$ cat config.mk
export PLATFORM = sky130hd
export DESIGN_NAME = least_used_open_slot_policy_core
export DESIGN_NICKNAME = d
export VERILOG_FILES = /design/src/rtl/luos_pkg.sv /design/src/rtl/least_used_open_slot_policy_core.sv /design/src/rtl/luos_ram.sv /design/src/rtl/luos_cmp.sv
export VERILOG_INCLUDE_DIRS = /design/src /design/src/rtl
export SDC_FILE = /design/constraint.sdc
export NUM_CORES = 1
export LEC_CHECK = 0
export BUFFER_PORTS_ARGS = -buffer_cell sky130_fd_sc_hd__buf_2
export CORE_MARGIN = 1.5
export CORE_UTILIZATION = 58
export DETAILED_ROUTE_END_ITERATION = 16
export PLACE_DENSITY = 0.81
export SLEW_MARGIN = 40
export SYNTH_ARGS = -nofsm -noshare
export SYNTH_HDL_FRONTEND = slang
export SYNTH_HIERARCHICAL = 1
export SYNTH_SLANG_ARGS = --single-unit
$ cat constraint.sdc
create_clock -name i_clk -period 8.9 [get_ports i_clk]
set_input_delay 1.78 -clock i_clk [delete_from_list [all_inputs] [get_ports i_clk]]
set_output_delay 1.78 -clock i_clk [all_outputs]
set_load 0.005 [all_outputs]
$ cat src/rtl/least_used_open_slot_policy_core_assert.svh
// Assertion macros for the least-used open-slot policy core.
// Used only by the top level; the macros assume clock i_clk and reset i_rst_n.
`ifndef LEAST_USED_OPEN_SLOT_POLICY_CORE_ASSERT_SVH
`define LEAST_USED_OPEN_SLOT_POLICY_CORE_ASSERT_SVH

`ifndef SYNTHESIS
// cond holds at every edge out of reset
`define LUOS_ASSERT_ALWAYS(label, cond) \
    label: assert property (@(posedge i_clk) disable iff (!i_rst_n) (cond)) \
        else $error("luos: invariant violated");
// ante implies cons in the same cycle
`define LUOS_ASSERT_IMPLY(label, ante, cons) \
    label: assert property (@(posedge i_clk) disable iff (!i_rst_n) (ante) |-> (cons)) \
        else $error("luos: implication violated");
// ante implies cons in the next cycle
`define LUOS_ASSERT_NEXT(label, ante, cons) \
    label: assert property (@(posedge i_clk) disable iff (!i_rst_n) (ante) |=> (cons)) \
        else $error("luos: sequence violated");
`else
`define LUOS_ASSERT_ALWAYS(label, cond)
`define LUOS_ASSERT_IMPLY(label, ante, cons)
`define LUOS_ASSERT_NEXT(label, ante, cons)
`endif

`endif

$ cat src/rtl/luos_pkg.sv
// Shared types and constants for the least-used open-slot policy core.
// No dependencies; imported by the top level and luos_cmp, not by luos_ram.
package luos_pkg;

    localparam int DEF_SLOTS      = 16;
    localparam int DEF_COUNT_BITS = 16;
    localparam int NUM_BITS       = 32;
    localparam int LIMIT_BITS     = 5;
    localparam int SLOT_BITS      = 4;
    localparam int OP_BITS        = 2;
    localparam int STS_BITS       = 2;
    localparam int IN_TDATA_W     = 40;
    localparam int OUT_TDATA_W    = 16;
    localparam int OUT_PAD_W      = OUT_TDATA_W - 2 * SLOT_BITS - 2;

    localparam logic [LIMIT_BITS-1:0] LIMIT_RESET = 5'd4;

    // item kinds
    localparam logic [OP_BITS-1:0] OP_DEFINE  = 2'd0;
    localparam logic [OP_BITS-1:0] OP_REQUEST = 2'd1;
    localparam logic [OP_BITS-1:0] OP_CLEAR   = 2'd2;

    // result status codes
    localparam logic [STS_BITS-1:0] STS_OK    = 2'd0;
    localparam logic [STS_BITS-1:0] STS_UNDEF = 2'd1;
    localparam logic [STS_BITS-1:0] STS_FULL  = 2'd2;

    typedef enum logic [2:0] {
        S_IDLE,
        S_LOOK,
        S_PLAN,
        S_MIN,
        S_COMMIT,
        S_OUT
    } t_state;

    typedef struct packed {
        logic eq;
        logic lt;
    } t_cmp_res;

endpackage

$ cat src/rtl/least_used_open_slot_policy_core.sv
// Top level of the least-used open-slot policy core: sequencer, entry flags,
// output register. Uses luos_pkg, luos_ram, luos_cmp and the assert header.
//
//  channel   | direction | payload
//  ----------+-----------+------------------------------------------------
//  s_axis    | in        | tuser: op; tdata: resource_number, mark_missing
//  m_axis    | out       | tuser: status; tdata: slot, already_open,
//            |           |        evicted, evicted_slot
//  cfg       | in        | open_limit, written when i_cfg_we is high
//
// A define, clear or unused op goes from idle to commit, then to out, where
// its result loads into the m_axis register. A request runs a lookup scan,
// a plan step, a minimum-count scan only when a close is needed, then commit
// and out; each scan reads one slot a cycle from the RAMs. The next item can
// be taken in the cycle after the result loads, which waits on output stalls.
// Reset is synchronous; it clears flags and totals, sets the limit to 4. The
// RAMs need no clearing, as define writes a slot before a read of it is used.
// s_axis_tready is high only in idle; a result waiting on m_axis does not
// block the next item until that item's own result is ready.
`include "least_used_open_slot_policy_core_assert.svh"

module least_used_open_slot_policy_core
    import luos_pkg::*;
#(
    parameter int SLOTS      = DEF_SLOTS,
    parameter int COUNT_BITS = DEF_COUNT_BITS
) (
    input  logic                   i_clk,
    input  logic                   i_rst_n,
    // slave side
    input  logic                   s_axis_tvalid,
    output logic                   s_axis_tready,
    input  logic [IN_TDATA_W-1:0]  s_axis_tdata,  // [31:0] resource_number, [32] mark_missing
    input  logic [OP_BITS-1:0]     s_axis_tuser,  // [1:0] op
    // master side
    output logic                   m_axis_tvalid,
    input  logic                   m_axis_tready,
    output logic [OUT_TDATA_W-1:0] m_axis_tdata,  // [3:0] slot, [4] already_open,
                                                  // [5] evicted, [9:6] evicted_slot
    output logic [STS_BITS-1:0]    m_axis_tuser,  // [1:0] status
    // configuration
    input  logic                   i_cfg_we,
    input  logic [LIMIT_BITS-1:0]  i_cfg_wdata     // open_limit
);

    localparam int IW   = $clog2(SLOTS);
    localparam int TW   = $clog2(SLOTS + 1);
    localparam int CMPW = (TW > LIMIT_BITS) ? TW : LIMIT_BITS;
    localparam int EXW  = IW + SLOT_BITS;
    localparam logic [IW-1:0] LAST_IDX = IW'(SLOTS - 1);

    // ---- state -------------------------------------------------------------
    t_state r_state, n_state;

    logic [OP_BITS-1:0]    r_op;
    logic [NUM_BITS-1:0]   r_num;
    logic                  r_miss;
    logic [LIMIT_BITS-1:0] r_limit;

    logic [SLOTS-1:0] r_ent_valid, n_ent_valid;
    logic [SLOTS-1:0] r_num_valid, n_num_valid;
    logic [SLOTS-1:0] r_missing,   n_missing;
    logic [SLOTS-1:0] r_open,      n_open;
    logic [TW-1:0]    r_def_total, n_def_total;
    logic [TW-1:0]    r_open_total, n_open_total;

    // scan sequencer
    logic [IW-1:0] r_idx;
    logic          r_issue_done;
    logic          r_pv;
    logic [IW-1:0] r_pidx;

    // scan results
    logic                  r_found;
    logic [IW-1:0]         r_hit;
    logic [COUNT_BITS-1:0] r_hit_cnt;
    logic                  r_have;
    logic [IW-1:0]         r_best;
    logic [COUNT_BITS-1:0] r_best_cnt;

    // finished result, then output register
    logic [OUT_TDATA_W-1:0] r_res_tdata;
    logic [STS_BITS-1:0]    r_res_tuser;
    logic                   r_m_valid;
    logic [OUT_TDATA_W-1:0] r_m_tdata;
    logic [STS_BITS-1:0]    r_m_tuser;

    // ---- control decode --------------------------------------------------
    logic accept, issue_en, commit_en, out_load, look_phase, min_phase;
    logic scan_start, scan_end, need_min;

    // ---- RAMs and shared compare ------------------------------------------
    logic [NUM_BITS-1:0]   num_q;
    logic [COUNT_BITS-1:0] cnt_q;
    logic                  num_we, cnt_we;
    logic [IW-1:0]         num_waddr, cnt_waddr;
    logic [COUNT_BITS-1:0] cnt_wdata, cnt_bumped;
    logic [NUM_BITS-1:0]   cmp_a, cmp_b;
    t_cmp_res              cmp_res;
    logic                  look_hit, min_take;

    // result fields before packing
    logic [STS_BITS-1:0]  res_status;
    logic [IW-1:0]        res_slot_idx, res_ev_idx;
    logic                 res_served, res_ev;
    logic [EXW-1:0]       slot_ext, ev_ext;

    luos_ram #(.DEPTH(SLOTS), .WIDTH(NUM_BITS)) u_num_ram (
        .i_clk   (i_clk),
        .i_we    (num_we),
        .i_waddr (num_waddr),
        .i_wdata (r_num),
        .i_raddr (r_idx),
        .o_rdata (num_q)
    );

    luos_ram #(.DEPTH(SLOTS), .WIDTH(COUNT_BITS)) u_cnt_ram (
        .i_clk   (i_clk),
        .i_we    (cnt_we),
        .i_waddr (cnt_waddr),
        .i_wdata (cnt_wdata),
        .i_raddr (r_idx),
        .o_rdata (cnt_q)
    );

    // lookup compares stored number to the request; min scan compares counts
    assign cmp_a = look_phase ? num_q : NUM_BITS'(cnt_q);
    assign cmp_b = look_phase ? r_num : NUM_BITS'(r_best_cnt);

    luos_cmp #(.W(NUM_BITS)) u_cmp (
        .i_a   (cmp_a),
        .i_b   (cmp_b),
        .o_res (cmp_res)
    );

    // scan walks from the newest slot down; first live match wins, and
    // strict less-than keeps the newest slot on a count tie
    assign look_hit = look_phase && r_pv && !r_found && r_ent_valid[r_pidx]
                      && r_num_valid[r_pidx] && cmp_res.eq;
    assign min_take = min_phase && r_pv && r_open[r_pidx] && (!r_have || cmp_res.lt);
    assign scan_end = r_pv && (r_pidx == '0);

    // a close is needed only when a closed, present entry is to be opened
    // with the open count at or above the limit
    assign need_min = r_found && !r_open[r_hit] && !r_missing[r_hit]
                      && (CMPW'(r_open_total) >= CMPW'(r_limit));

    assign accept = s_axis_tvalid && s_axis_tready;

    // ---- FSM: next state ---------------------------------------------------
    always_comb begin
        n_state = r_state;
        case (r_state)
            S_IDLE: begin
                if (accept) begin
                    n_state = (s_axis_tuser == OP_REQUEST) ? S_LOOK : S_COMMIT;
                end
            end
            S_LOOK: begin
                if (scan_end) begin
                    n_state = S_PLAN;
                end
            end
            S_PLAN: begin
                n_state = need_min ? S_MIN : S_COMMIT;
            end
            S_MIN: begin
                if (scan_end) begin
                    n_state = S_COMMIT;
                end
            end
            S_COMMIT: begin
                n_state = S_OUT;
            end
            S_OUT: begin
                if (out_load) begin
                    n_state = S_IDLE;
                end
            end
            default: begin
                n_state = S_IDLE;
            end
        endcase
    end

    // ---- FSM: outputs ------------------------------------------------------
    always_comb begin
        s_axis_tready = 1'b0;
        issue_en      = 1'b0;
        commit_en     = 1'b0;
        out_load      = 1'b0;
        look_phase    = 1'b0;
        min_phase     = 1'b0;
        scan_start    = 1'b0;
        case (r_state)
            S_IDLE: begin
                s_axis_tready = 1'b1;
                scan_start    = s_axis_tvalid;
            end
            S_LOOK: begin
                issue_en   = !r_issue_done;
                look_phase = 1'b1;
            end
            S_PLAN: begin
                scan_start = need_min;
            end
            S_MIN: begin
                issue_en  = !r_issue_done;
                min_phase = 1'b1;
            end
            S_COMMIT: begin
                commit_en = 1'b1;
            end
            S_OUT: begin
                out_load = !r_m_valid || m_axis_tready;
            end
            default: begin
                s_axis_tready = 1'b0;
            end
        endcase
    end

    always_ff @(posedge i_clk) begin
        if (!i_rst_n) begin
            r_state <= S_IDLE;
        end else begin
            r_state <= n_state;
        end
    end

    // ---- input capture and config -----------------------------------------
    always_ff @(posedge i_clk) begin
        if (accept) begin
            r_op   <= s_axis_tuser;
            r_num  <= s_axis_tdata[NUM_BITS-1:0];
            r_miss <= s_axis_tdata[NUM_BITS];
        end
    end

    always_ff @(posedge i_clk) begin
        if (!i_rst_n) begin
            r_limit <= LIMIT_RESET;
        end else if (i_cfg_we) begin
            r_limit <= i_cfg_wdata;
        end
    end

    // ---- scan sequencer: issue address, then compare in the next cycle -----
    always_ff @(posedge i_clk) begin
        if (!i_rst_n) begin
            r_issue_done <= 1'b0;
            r_pv         <= 1'b0;
        end else begin
            if (scan_start) begin
                r_issue_done <= 1'b0;
            end else if (issue_en && (r_idx == '0)) begin
                r_issue_done <= 1'b1;
            end
            r_pv <= issue_en;
        end
    end

    always_ff @(posedge i_clk) begin
        if (scan_start) begin
            r_idx <= LAST_IDX;
        end else if (issue_en && (r_idx != '0)) begin
            r_idx <= r_idx - 1'b1;
        end
        r_pidx <= r_idx;
    end

    always_ff @(posedge i_clk) begin
        if (!i_rst_n) begin
            r_found <= 1'b0;
            r_have  <= 1'b0;
        end else begin
            if (accept) begin
                r_found <= 1'b0;
                r_have  <= 1'b0;
            end else begin
                if (look_hit) begin
                    r_found <= 1'b1;
                end
                if (min_take) begin
                    r_have <= 1'b1;
                end
            end
        end
    end

    always_ff @(posedge i_clk) begin
        if (look_hit) begin
            r_hit     <= r_pidx;
            r_hit_cnt <= cnt_q;
        end
        if (min_take) begin
            r_best     <= r_pidx;
            r_best_cnt <= cnt_q;
        end
    end

    // saturating count bump
    assign cnt_bumped = (&r_hit_cnt) ? r_hit_cnt : r_hit_cnt + 1'b1;

    // ---- commit: table update and result fields ---------------------------
    always_comb begin
        n_ent_valid  = r_ent_valid;
        n_num_valid  = r_num_valid;
        n_missing    = r_missing;
        n_open       = r_open;
        n_def_total  = r_def_total;
        n_open_total = r_open_total;
        num_we       = 1'b0;
        num_waddr    = r_def_total[IW-1:0];
        cnt_we       = 1'b0;
        cnt_waddr    = r_hit;
        cnt_wdata    = cnt_bumped;
        res_status   = STS_OK;
        res_slot_idx = '0;
        res_served   = 1'b0;
        res_ev       = 1'b0;
        res_ev_idx   = '0;
        if (commit_en) begin
            case (r_op)
                OP_DEFINE: begin
                    if (r_def_total >= TW'(SLOTS)) begin
                        res_status = STS_FULL;
                    end else begin
                        num_we                    = 1'b1;
                        cnt_we                    = 1'b1;
                        cnt_waddr                 = r_def_total[IW-1:0];
                        cnt_wdata                 = '0;
                        n_ent_valid[num_waddr]    = 1'b1;
                        n_num_valid[num_waddr]    = 1'b1;
                        n_missing[num_waddr]      = r_miss;
                        n_open[num_waddr]         = 1'b0;
                        n_def_total               = r_def_total + 1'b1;
                        res_slot_idx              = r_def_total[IW-1:0];
                    end
                end
                OP_REQUEST: begin
                    if (!r_found) begin
                        res_status = STS_UNDEF;
                    end else if (r_open[r_hit] || r_missing[r_hit]) begin
                        cnt_we       = 1'b1;
                        res_served   = 1'b1;
                        res_slot_idx = r_hit;
                    end else begin
                        // close the least-used open slot first, if the scan ran
                        if (r_have) begin
                            n_open[r_best] = 1'b0;
                            res_ev         = 1'b1;
                            res_ev_idx     = r_best;
                        end
                        n_open[r_hit] = 1'b1;
                        cnt_we        = 1'b1;
                        res_slot_idx  = r_hit;
                        n_open_total  = r_have ? r_open_total : r_open_total + 1'b1;
                    end
                end
                OP_CLEAR: begin
                    n_num_valid = '0;
                end
                default: begin
                    res_status = STS_OK;
                end
            endcase
        end
    end

    always_ff @(posedge i_clk) begin
        if (!i_rst_n) begin
            r_ent_valid  <= '0;
            r_num_valid  <= '0;
            r_missing    <= '0;
            r_open       <= '0;
            r_def_total  <= '0;
            r_open_total <= '0;
        end else begin
            r_ent_valid  <= n_ent_valid;
            r_num_valid  <= n_num_valid;
            r_missing    <= n_missing;
            r_open       <= n_open;
            r_def_total  <= n_def_total;
            r_open_total <= n_open_total;
        end
    end

    // slot fields carry the low four bits of the index
    assign slot_ext = EXW'(res_slot_idx);
    assign ev_ext   = EXW'(res_ev_idx);

    always_ff @(posedge i_clk) begin
        if (commit_en) begin
            r_res_tdata <= {{OUT_PAD_W{1'b0}}, ev_ext[SLOT_BITS-1:0], res_ev,
                            res_served, slot_ext[SLOT_BITS-1:0]};
            r_res_tuser <= res_status;
        end
    end

    // ---- output register ---------------------------------------------------
    always_ff @(posedge i_clk) begin
        if (!i_rst_n) begin
            r_m_valid <= 1'b0;
        end else if (out_load) begin
            r_m_valid <= 1'b1;
        end else if (m_axis_tready) begin
            r_m_valid <= 1'b0;
        end
    end

    always_ff @(posedge i_clk) begin
        if (out_load) begin
            r_m_tdata <= r_res_tdata;
            r_m_tuser <= r_res_tuser;
        end
    end

    assign m_axis_tvalid = r_m_valid;
    assign m_axis_tdata  = r_m_tdata;
    assign m_axis_tuser  = r_m_tuser;

    // ---- assertions --------------------------------------------------------
    `LUOS_ASSERT_ALWAYS(a_open_total_match, $countones(r_open) == int'(r_open_total))
    `LUOS_ASSERT_ALWAYS(a_open_is_defined, (r_open & ~r_ent_valid) == {SLOTS{1'b0}})
    `LUOS_ASSERT_NEXT(a_busy_after_accept, accept, r_state != S_IDLE)
    `LUOS_ASSERT_IMPLY(a_evict_from_open, commit_en && r_have, r_open[r_best] && (r_open_total != '0))

endmodule

$ cat src/rtl/luos_ram.sv
// Simple dual-port RAM, one write and one registered read per cycle.
// Depends on nothing; holds entry numbers and use counts.
module luos_ram #(
    parameter int DEPTH = 16,
    parameter int WIDTH = 32
) (
    input  logic                     i_clk,
    input  logic                     i_we,
    input  logic [$clog2(DEPTH)-1:0] i_waddr,
    input  logic [WIDTH-1:0]         i_wdata,
    input  logic [$clog2(DEPTH)-1:0] i_raddr,
    output logic [WIDTH-1:0]         o_rdata
);

    logic [WIDTH-1:0] r_mem [DEPTH];
    logic [WIDTH-1:0] r_rdata;

    always_ff @(posedge i_clk) begin
        if (i_we) begin
            r_mem[i_waddr] <= i_wdata;
        end
    end

    always_ff @(posedge i_clk) begin
        r_rdata <= r_mem[i_raddr];
    end

    assign o_rdata = r_rdata;

endmodule

$ cat src/rtl/luos_cmp.sv
// Shared compare unit: equality for the number lookup, less-than for the
// minimum-count scan. Uses luos_pkg for the result struct.
module luos_cmp
    import luos_pkg::*;
#(
    parameter int W = NUM_BITS
) (
    input  logic [W-1:0] i_a,
    input  logic [W-1:0] i_b,
    output t_cmp_res     o_res
);

    always_comb begin
        o_res.eq = (i_a == i_b);
        o_res.lt = (i_a < i_b);
    end

endmodule

# --- After elaboration in Yosys (flattened, before gate mapping) ---
# Memories as Yosys holds them, arrays and structs flattened. A register that Yosys moved wholly into a read port is not among the register bits.
# Cells that the tools add are included.
classes:
  order_cmp: 10
  add_sub_neg: 4
  n_reduce_logical: 47
  n_eq_ne: 16
  bitwise_logic: 13
  n_mux: 71
ops:
  columns: ["cell", "count"]
  rows:
  - ["16-bit 2-to-1 mux", 13]
  - ["32-bit 2-to-1 mux", 2]
  - ["16-bit case mux with 2 select lines", 2]
  - ["16-bit bitwise OR", 3]
  - ["16-bit AND", 2]
  - ["32-bit equality test", 1]
  - ["32-bit less-than comparator", 1]
  - ["16-bit inverter", 2]
  - ["1-bit 2-to-1 mux", 28]
  - ["1-bit binary-select mux with 4-bit select", 5]
  - ["4-bit by 5-bit less-than comparator with 1-bit output, second input constant", 4]
  - ["4-bit 2-to-1 mux", 5]
  - ["1-bit logical AND", 18]
  - ["3-bit 2-to-1 mux", 6]
  - ["3-bit case mux with 6 select lines", 1]
  - ["16-bit by 1-bit adder with 16-bit output, second input constant", 1]
  - ["16-bit bitwise mux", 1]
  - ["16-bit AND reduction", 1]
  - ["2-bit != test, second input constant", 7]
  - ["1-bit demux with 4-bit select", 3]
  - ["4-bit by 1-bit >= comparator with 1-bit output, second input constant", 3]
  - ["5-bit by 1-bit adder with 5-bit output, second input constant", 2]
  - ["5-bit AND reduction", 2]
  - ["4-bit logical NOT", 2]
  - ["25 further kinds", 46]
word_totals:
  wordCells: 192
  in_bits: 52
  regBits: 194
  ram_bits: 768
  out_inout_bits: 20
  n_memories: 2
memory_table:
  columns: ["memory", "words", "word_bits", "rd", "rd_clocked_by_memory_dff", "write_ports", "line_no", "rtl"]
  rows:
  - ["u_num_ram.r_mem", 16, 32, 1, 1, 1, "luos_ram.sv:15", "logic [WIDTH-1:0] r_mem [DEPTH];"]
  - ["u_cnt_ram.r_mem", 16, 16, 1, 1, 1, "luos_ram.sv:15", null]

# --- Depth between registers and ports, before layout ---
# Gate-level depths: netlist of run 1.
depth:
  depth_word: 15
  ltp_mapped: 15
  depth_no_buf: 13

# --- Hierarchy ---
# Netlist of run 1, hierarchy kept.
modules_own_cells:
  columns: ["module", "seq_area_each_um2", "instances", "area_per_inst_um2", "cells_per_inst"]
  rows:
  - ["luos_ram at u_num_ram", 16015.4, 1, 19835.3, 838]
  - ["luos_ram at u_cnt_ram", 8007.7, 1, 10042.1, 432]
  - ["least_used_open_slot_policy_core", 4874.7, 1, 9076.2, 882]
  - ["luos_cmp", 0.0, 1, 808.3, 115]

# --- Worst setup path after synthesis of run 1 ---
# Ideal clock, no wire load.
synth_path:
  path_type: "reg2reg"
  start: "register r_state[2]"
  end: "memory u_num_ram.r_mem[0][0] (enable)"
  path_slack_ps: 3982
  required_ps: 8439
  t_arrival_ps: 4457
  n_path_buf: 3
  path_stages_with_launch: 10
  synth_period_minus_slack_ps: 4918
  setup_time_ps: 461
  path_cell_list: "dfxtp_1 -> or3b_1 -> clkbuf_1 -> nor2_1 -> nand2_1 -> inv_2 -> buf_2 -> buf_2 -> or3b_2 -> nor3_1"
synth_between:
  elab_chain_len: 5
synth_lines:
  columns: ["element", "line_no", "rtl"]
  rows:
  - ["start, declared", "least_used_open_slot_policy_core.sv:53", "t_state r_state, n_state;"]
  - ["start signal, assigned", "least_used_open_slot_policy_core.sv:227", "r_state <= n_state;"]
  - ["3-bit equality test", "least_used_open_slot_policy_core.sv:195", "case (r_state)"]
  - ["1-bit 2-to-1 mux", "least_used_open_slot_policy_core.sv:195", null]
  - ["1-bit 2-to-1 mux", "least_used_open_slot_policy_core.sv:323", "if (commit_en) begin"]
  - ["named net num_we", "least_used_open_slot_policy_core.sv:95", "logic num_we, cnt_we;"]
  - ["1-bit 2-to-1 mux", "luos_ram.sv:19", "if (i_we) begin"]
  - ["1-bit 2-to-1 mux (implied by the code)", "luos_ram.sv:20", "r_mem[i_waddr] <= i_wdata;"]
  - ["end, declared", "luos_ram.sv:15", null]
# The timed path passes the listed nets, and every way through them passes these cells.

==> results.toml, run 1 <==
[clock_tree]
clockBufferDepth = 3
clk_pin_slew_ps = 60
clkSinkCount = 1010
clk_latency_ps = 660
cts_tree = "done"
hold_buffers = 0
cts_resized = 0
cts_setup_buffers = 0
htreeDepth = 3
cts_root_buf = "clkbuf_16"
cts_buffers = 97

[layout]
drive_gt1_share_pct = 22.1
multiInputGateArea_mm2 = 0.0103
syn_to_final_growth_pct = 12.0
nNetsFinal = 2459
final_area_mm2 = 0.0445
fill_cells = 4193
regArea_mm2 = 0.0289
antenna_cells = 0

[floorplanning]
initial_core_util_pct = 58.9
io_pins = 72
row_count = 95
die_y_um = 265
dieArea_mm2 = 0.0701
die_w_um = 265
core_region_area_mm2 = 0.0675

[global_route]
grt-ovfl-total = 0
grt_max_degree = 73
grt_pass1_wl_um = 137000
first_global_vias = 22300
antenna_found_initial = 0
track_usage_pct = 26.2

[status]
status = "finished, final reports clean"

[timing]
slew_viol_final = 0
rsz0062_at_grt = "false"
period_needed_ps = 4990
worst_pin_slew_ps = 821
hold_viol = 0
post-route-period-util_pct = 56.1
maxSlewHeadroom_pct = 45.3
fin_worst_skew_ps = 25.9
finalSetupTns_ps = 0
setup_violations = 0
fmax_mhz = 200

[place]
gp_congestion = 0.907
port_buffers = 58
place_area_mm2 = 0.0413
dp_hpwl_um = 49000

[setup_path]
worstSetupPathType = "reg -> reg"
path_max_fanout = 65
endpoint_kind = "flop"
worst_ep_arrival_time_ps = 5320
start_kind = "flop"
critPathRequiredTime_ps = 9230

[synth]
synth_compound_area_share_pct = 4.58
async_flop_share_pct = 0
syn_inst = 2267
synth_top_flop_cell = "edfxtp_1"
synthTopCellsByArea = "edfxtp_1 65%, mux4_2 11%, dfxtp_1 7.2%, a22oi_1 2.1%, ha_1 1.4%"
synth.area.mux_share_pct = 13.0
synth_top_family_by_area = "multiplexers"
synth-edff-count = 867
synth.yosys.warnings = 6
synth-xor-area-share_pct = 0.286
yosys.area.top_type = "edfxtp_1"
ys_types = 73
synth-simple-area-share_pct = 5.99
synth_seq_cells = 1010
synth_common_cells = "867 x edfxtp_1, 190 x mux4_2, 146 x nand2_1, 143 x dfxtp_1, 140 x nor2_1"
syn_area_per_cell_um2 = 17.5
netlist.area_leader.share_pct = 65.5
syn_area_mm2 = 0.0398
ys_seq_area_share_pct = 72.7
synth_fa_ha_area_share_pct = 1.38
post-synth-top-count-cell = "edfxtp_1"

[power]
power.static_leakage_nw = 14.9
power_density_mw_per_mm2 = 242
ir_drop_mv = 0.185

[drt]
drc_errors = 0
firstDrtPassIters = 5
avgViaCountPerCell = 6.58
routedWlPerCell_um = 27.4
routed_wirelength_um = 90900
ant_nets = 0
drtIter0Drc = 2644
vias = 21800

[hold_path]
hp-class = "reg -> reg"

[run]
maxCapViolCount = 0
==> flip-flops by register name (all words and copies together) (netlist names), 32 cells and up <==
register           cells
u_num_ram/r_mem      512
u_num_ram/o_rdata     32
u_cnt_ram/r_mem      256
r_num                 32
==> kinds of logic (layout without fill, tap and decap cells) <==
group,Yosys count,count (layout)
other,1,6
and+or+nand+nor,496,496
buffers and inverters,181,355
AOI/OAI and AO/OA,264,264
xor gates and xnor gates,13,13
DFF,1010,1010
muxes,258,258
adders and majority gates,44,44
==> cells in the final DEF (no fill, tap or decap), types with 49 or more instances in the layout <==
cell | netlist | final
clkbuf_16 | 0 | 101
inv_1 | 54 | 53
buf_2 | 17 | 58
edfxtp_1 | 867 | 867
mux4_2 | 190 | 190
a22oi_1 | 109 | 109
nor2_1 | 140 | 116
buf_4 | 19 | 49
dfxtp_1 | 143 | 140
nand2_1 | 146 | 145
==> layer usage <==
layer  global-route usage, %  part of all wire [%]  wire length [um]
met1                    34.7                    37             33900
met2                    43.7                    50             45100
met5                       0                     0                 0
met4                    10.4                   3.6              3290
met3                    4.25                   9.5              8590
==> through the flow <==
step           hold WS, ps  util (%)  power (W)  cells  setup WS (ps)
2_1_floorplan          387         -    0.00646   2272           3980
3_3_place_gp           408      60.9    0.00668   3130           4130
3_5_place_dp           405      61.2    0.00675   3137           4000
4_1_cts                420      65.9     0.0108   3319           3980
5_1_grt                432      66.0     0.0111   3319           3620
6_report               418      66.0     0.0108   3319           3910
==> power by group <==
part / leakage, nW / internal [W] / total [W] / switching [W]
Sequential: 8.98 / 0.00529 / 0.00547 / 0.000179
Combinational: 4.38 / 0.000620 / 0.00121 / 0.000587
Clock: 1.57 / 0.00235 / 0.00409 / 0.00174
Total: 14.9 / 0.00827 / 0.0108 / 0.00251
==> path summary, 6_finish.rpt <==
| kind | start | to | slack (ps) | cells after the start |
|---|---|---|---|---|
| worst max-delay path | r_state[0] | r_best_cnt[12] | 3910 | 14 |
| worst min-delay path | r_res_tdata[1] | m_axis_tdata[1] | 420 | 0 |
| worst max register to register | r_state[0] | r_best_cnt[12] | 3910 | 14 |
| worst min register to register | r_res_tdata[1] | m_axis_tdata[1] | 420 | 0 |
==> worst max-delay path, cell delays in order (launching register included) <==
cell       delay (ps)
dfxtp_1           560
nand2b_1          230
nor2_4            120
buf_4             600
mux2_2            440
inv_1              80
ha_1              240
nand4_1           160
nor4_1            150
a21boi_1          190
or4b_1            600
a2111oi_2         430
inv_1             140
a21oi_2           310
buf_4             340
==> cell type report <==
cell class | count | area share (%)
Sequential cell | 1010 | 64.9
Multi-Input combinational cell | 1081 | 23.1
Clock buffer | 133 | 6.11
Tap cell | 873 | 2.45
Timing Repair Buffer | 117 | 1.92
Clock inverter | 49 | 1.05
Inverter | 56 | 0.480
Power figures use the tool's default switching activity.
==> run 2, diff against run 1 <==
Settings changed: CORE_UTILIZATION 58 to 56, PLACE_DENSITY 0.81 to 0.82.
Clock period 8.9 ns to 4.3 ns, I/O delays scaled along.
==> results.toml, run 2 (synthesized netlist as in run 1, its figures left out) <==
[clock_tree]
htreeDepth = 3
cts_buffers = 96
cts_tree = "done"
cts_setup_buffers = 0
clkSinkCount = 1010
cts_root_buf = "clkbuf_16"
clockBufferDepth = 3
clk_pin_slew_ps = 60
clk_latency_ps = 660
hold_buffers = 0
cts_resized = 0

[status]
status = "finished, final reports clean"

[floorplanning]
io_pins = 72
core_region_area_mm2 = 0.0701
dieArea_mm2 = 0.0726
die_y_um = 269
die_w_um = 269
initial_core_util_pct = 56.7
row_count = 97

[place]
dp_hpwl_um = 52200
gp_congestion = 0.869
port_buffers = 58
place_area_mm2 = 0.0417
place_ws_ps = 201

[drt]
ant_nets = 0
firstDrtPassIters = 6
drtIter0Drc = 2982
vias = 22200
avgViaCountPerCell = 6.50
routed_wirelength_um = 94300
drc_errors = 0
routedWlPerCell_um = 27.6

[setup_path]
cp_cell_sequence = "nand2b_1 > nor2_4 > buf_12 > buf_4 > mux2_2 > ha_1 > a21oi_1 > o21ai_0 > nand2_2 > or4b_1 > a2111oi_2 > inv_1 > a21oi_2 > buf_12"
endpoint_kind = "flop"
start_kind = "flop"
worstPathBufferInverterCount = 4
cpMaxStageDelayCell = "or4b_1"
path_max_fanout = 20
worst_ep_arrival_time_ps = 4290
cpMostUsedCell = "buf_12"
critPathRequiredTime_ps = 4650
worstSetupPathType = "reg -> reg"
crit_family = "simple AND/OR/NAND/NOR gates"
cp_slowest_stage_delay_ps = 550

[layout]
layout_commonest_cell = "edfxtp_1"
drive_gt1_share_pct = 23.2
layout.cells.most_common_list = "867 x edfxtp_1, 190 x mux4_2, 146 x nand2_1"
regMostFlops = "u_num_ram/r_mem"
final_area_mm2 = 0.0449
syn_to_final_growth_pct = 12.8
nNetsFinal = 2489
reg.largest.list = "u_num_ram/r_mem x512, u_cnt_ram/r_mem x256"
utilization_pct = 63.9
antenna_cells = 0
largest_register_ffs = 512
fill_cells = 4621

[hold_path]
hp-class = "in -> reg"

[run]
maxCapViolCount = 0

[power]
design_power_total_w = 0.0223
power_density_mw_per_mm2 = 496
power.static_leakage_nw = 15.0
ir_drop_mv = 0.271

[timing]
maxSlewHeadroom_pct = 46.6
setup_slack_ps = 354
rsz0062_at_grt = "false"
fin_worst_skew_ps = 28.8
slew_viol_final = 0
period_needed_ps = 3950
worst_pin_slew_ps = 796
finalSetupTns_ps = 0
post-route-period-util_pct = 91.8
setup_violations = 0
fmax_mhz = 253
hold_viol = 0

[global_route]
first_global_vias = 22600
grt_max_degree = 48
antenna_found_initial = 0
grt_pass1_wl_um = 141000
grt-ovfl-total = 0
track_usage_pct = 25.9
## run 2: stage by stage
stage	hold WS [ps]	cells
2_1_floorplan	387	2272
3_3_place_gp	409	3227
3_5_place_dp	407	3230
4_1_cts	351	3409
5_1_grt	366	3414
6_report	377	3414
## run 2: layer usage
layer,track usage (%),routed length [um],share of wire (%)
met5,0,0,0
met2,42.5,46500,49
met1,34.7,34800,37
met4,10.1,3230,3.4
met3,4.99,9870,10
## run 2: worst reg2reg max path: cells and delay by family, from the launching register on
kind | cells | cell delay (ps)
mux | 1 | 370
buf+inv | 4 | 670
simple gates | 4 | 1030
compound gates | 4 | 930
flops | 1 | 310
fa+ha+maj | 1 | 330
## run 2: path summary, 6_finish.rpt
path	slack (ps)	cells after the start	start	endpoint
min	380	1	s_axis_tdata[19]	r_num[19]
max	350	14	r_state[2]	r_best_cnt[10]
min reg2reg	420	0	r_res_tdata[8]	m_axis_tdata[8]
max reg2reg	350	14	r_state[2]	r_best_cnt[10]
## run 2: layout make-up
type / count / area (um2) / share of cell area (%)
sequential: 1010 / 28900 / 64.4
inverter: 56 / 213 / 0.474
timing repair buffer: 148 / 1160 / 2.59
clock buffer: 139 / 2750 / 6.12
clock inverter: 40 / 362 / 0.806
tap: 940 / 1180 / 2.62
multi-input combinational: 1081 / 10300 / 22.9
## run 2: where the power goes
part	leakage [nW]	switching, W	internal, W	total, W
clock network	1.52	0.00359	0.00474	0.00833
logic	4.53	0.00126	0.00136	0.00262
registers	8.98	0.000355	0.0110	0.0113
==> run 3, diff against run 2 <==
Settings changed: CORE_ASPECT_RATIO set to 1.4.
==> results.toml, run 3 (synthesized netlist as in run 1, its figures left out) <==
[status]
status = "finished, final reports clean"

[clock_tree]
hold_buffers = 0
clk_pin_slew_ps = 70
cts_root_buf = "clkbuf_16"
htreeDepth = 3
clk_latency_ps = 660
cts_buffers = 88
clockBufferDepth = 3
clkSinkCount = 1010
cts_tree = "done"

[timing]
worst_pin_slew_ps = 932
fmax_mhz = 234
period_needed_ps = 4280
maxSlewHeadroom_pct = 37.3
holdWs_ps = 374
slew_viol_final = 0
finalSetupTns_ps = 0
setup_violations = 0
fin_worst_skew_ps = 29.8
rsz0062_at_grt = "false"
hold_viol = 0
post-route-period-util_pct = 99.5

[global_route]
grt-ovfl-total = 0
grt_max_degree = 57
first_global_vias = 23100
track_usage_pct = 25.8
grt_pass1_wl_um = 140000
antenna_found_initial = 1

[layout]
reg.largest.list = "u_num_ram/r_mem x512, u_cnt_ram/r_mem x256"
fill_cells = 4542
antenna_cells = 0
utilization_pct = 63.8
regMostFlops = "u_num_ram/r_mem"
drive_gt1_share_pct = 23.2
syn_to_final_growth_pct = 12.6
instances_no_fill = 3403
layout.cells.most_common_list = "867 x edfxtp_1, 190 x mux4_2, 146 x nand2_1"
layout_commonest_cell = "edfxtp_1"
largest_register_ffs = 512
nNetsFinal = 2488

[run]
maxCapViolCount = 0

[floorplanning]
io_pins = 72
die_y_um = 318
dieArea_mm2 = 0.0726
row_count = 115
initial_core_util_pct = 56.6
core_region_area_mm2 = 0.0702
die_w_um = 228

[setup_path]
worst_ep_arrival_time_ps = 4670
cp_slowest_stage_delay_ps = 850
cp_cell_sequence = "nand2b_1 > nor2_4 > buf_12 > mux2_2 > ha_1 > nand4_1 > nor4_1 > a21boi_1 > or4b_4 > a2111oi_2 > inv_1 > a21oi_2 > buf_12"
critPathRequiredTime_ps = 4690
start_kind = "flop"
cpMostUsedCell = "buf_12"
crit_family = "simple AND/OR/NAND/NOR gates"
worstPathBufferInverterCount = 3
worstSetupPathType = "reg -> reg"
cpMaxStageDelayCell = "nor4_1"
path_max_fanout = 47
endpoint_kind = "flop"

[power]
power.static_leakage_nw = 15.0
ir_drop_mv = 0.326
p_clk_share_pct = 36.2
power_density_mw_per_mm2 = 488
design_power_total_w = 0.0218
internal_power_w = 0.0167
p_switching_w = 0.00519
seq_power_share_pct = 51.7
swShare_pct = 23.8
p_comb_share_pct = 12.0

[place]
place_inst = 3238
port_buffers = 58
gp_congestion = 0.882
dp_hpwl_um = 52900

[drt]
vias = 22000
routed_wirelength_um = 92700
routedWlPerCell_um = 27.2
drc_errors = 0
firstDrtPassIters = 6
drtIter0Drc = 2512
avgViaCountPerCell = 6.46
ant_nets = 0

[hold_path]
hp-class = "in -> reg"
-- run 3: changes by cell type in the layout (fill, tap and decap cells not counted), sizes merged --
cell / change
buf: +7
bufinv: +1
clkinvlp: +3
clkbuf: -26
inv: +8
-- run 3: timing repair --
action	CTS	global route
setup buffers	0	0
hold endpoints to repair	0	0
gates resized for setup	0	2
endpoints found under the setup margin	0	20
-- run 3: path summary, 6_finish.rpt --
path                     from              end  slack (ps)  cells past startpoint
min reg2reg    r_res_tdata[5]  m_axis_tdata[5]         420                      0
max                r_state[2]    r_best_cnt[4]          20                     13
max reg2reg        r_state[2]    r_best_cnt[4]          20                     13
min          s_axis_tdata[18]        r_num[18]         370                      1
-- run 3: area by class of cell --
type	instances	area (um2)	share of cell area (%)
Inverter	56	215	0.481
Timing Repair Buffer	155	1310	2.92
Tap cell	936	1170	2.62
Clock inverter	52	492	1.10
Sequential cell	1010	28900	64.6
Clock buffer	113	2390	5.33
Multi-Input combinational cell	1081	10300	23.0
-- run 3: through the flow --
stage	worst slack, ps	instance area (um2)
3_3_place_gp	304	41700
5_1_grt	96.5	44800
6_report	23.0	44800
4_1_cts	36.4	44700
3_5_place_dp	153	41900
2_1_floorplan	13.8	39800
-- run 3: layer usage --
| layer | routed length [um] | vias to the layer above | global-route usage, % |
|---|---|---|---|
| met1 | 32200 | 11300 | 30.8 |
| li1 | - | 9206 | - |
| met4 | 3780 | 2 | 11.3 |
| met2 | 50000 | 1214 | 46.5 |
| met5 | 13 | - | 0 |
| met3 | 6620 | 263 | 3.55 |
-- run 3: power groups by stage --
stage,clock network [W],registers [W],logic [W]
2_1_floorplan,0,0.0113,0.00207
4_1_cts,0.00798,0.0113,0.00264
3_3_place_gp,0,0.0115,0.00243
6_report,0.00792,0.0113,0.00263
5_1_grt,0.00836,0.0113,0.00281
3_5_place_dp,0,0.0115,0.00257
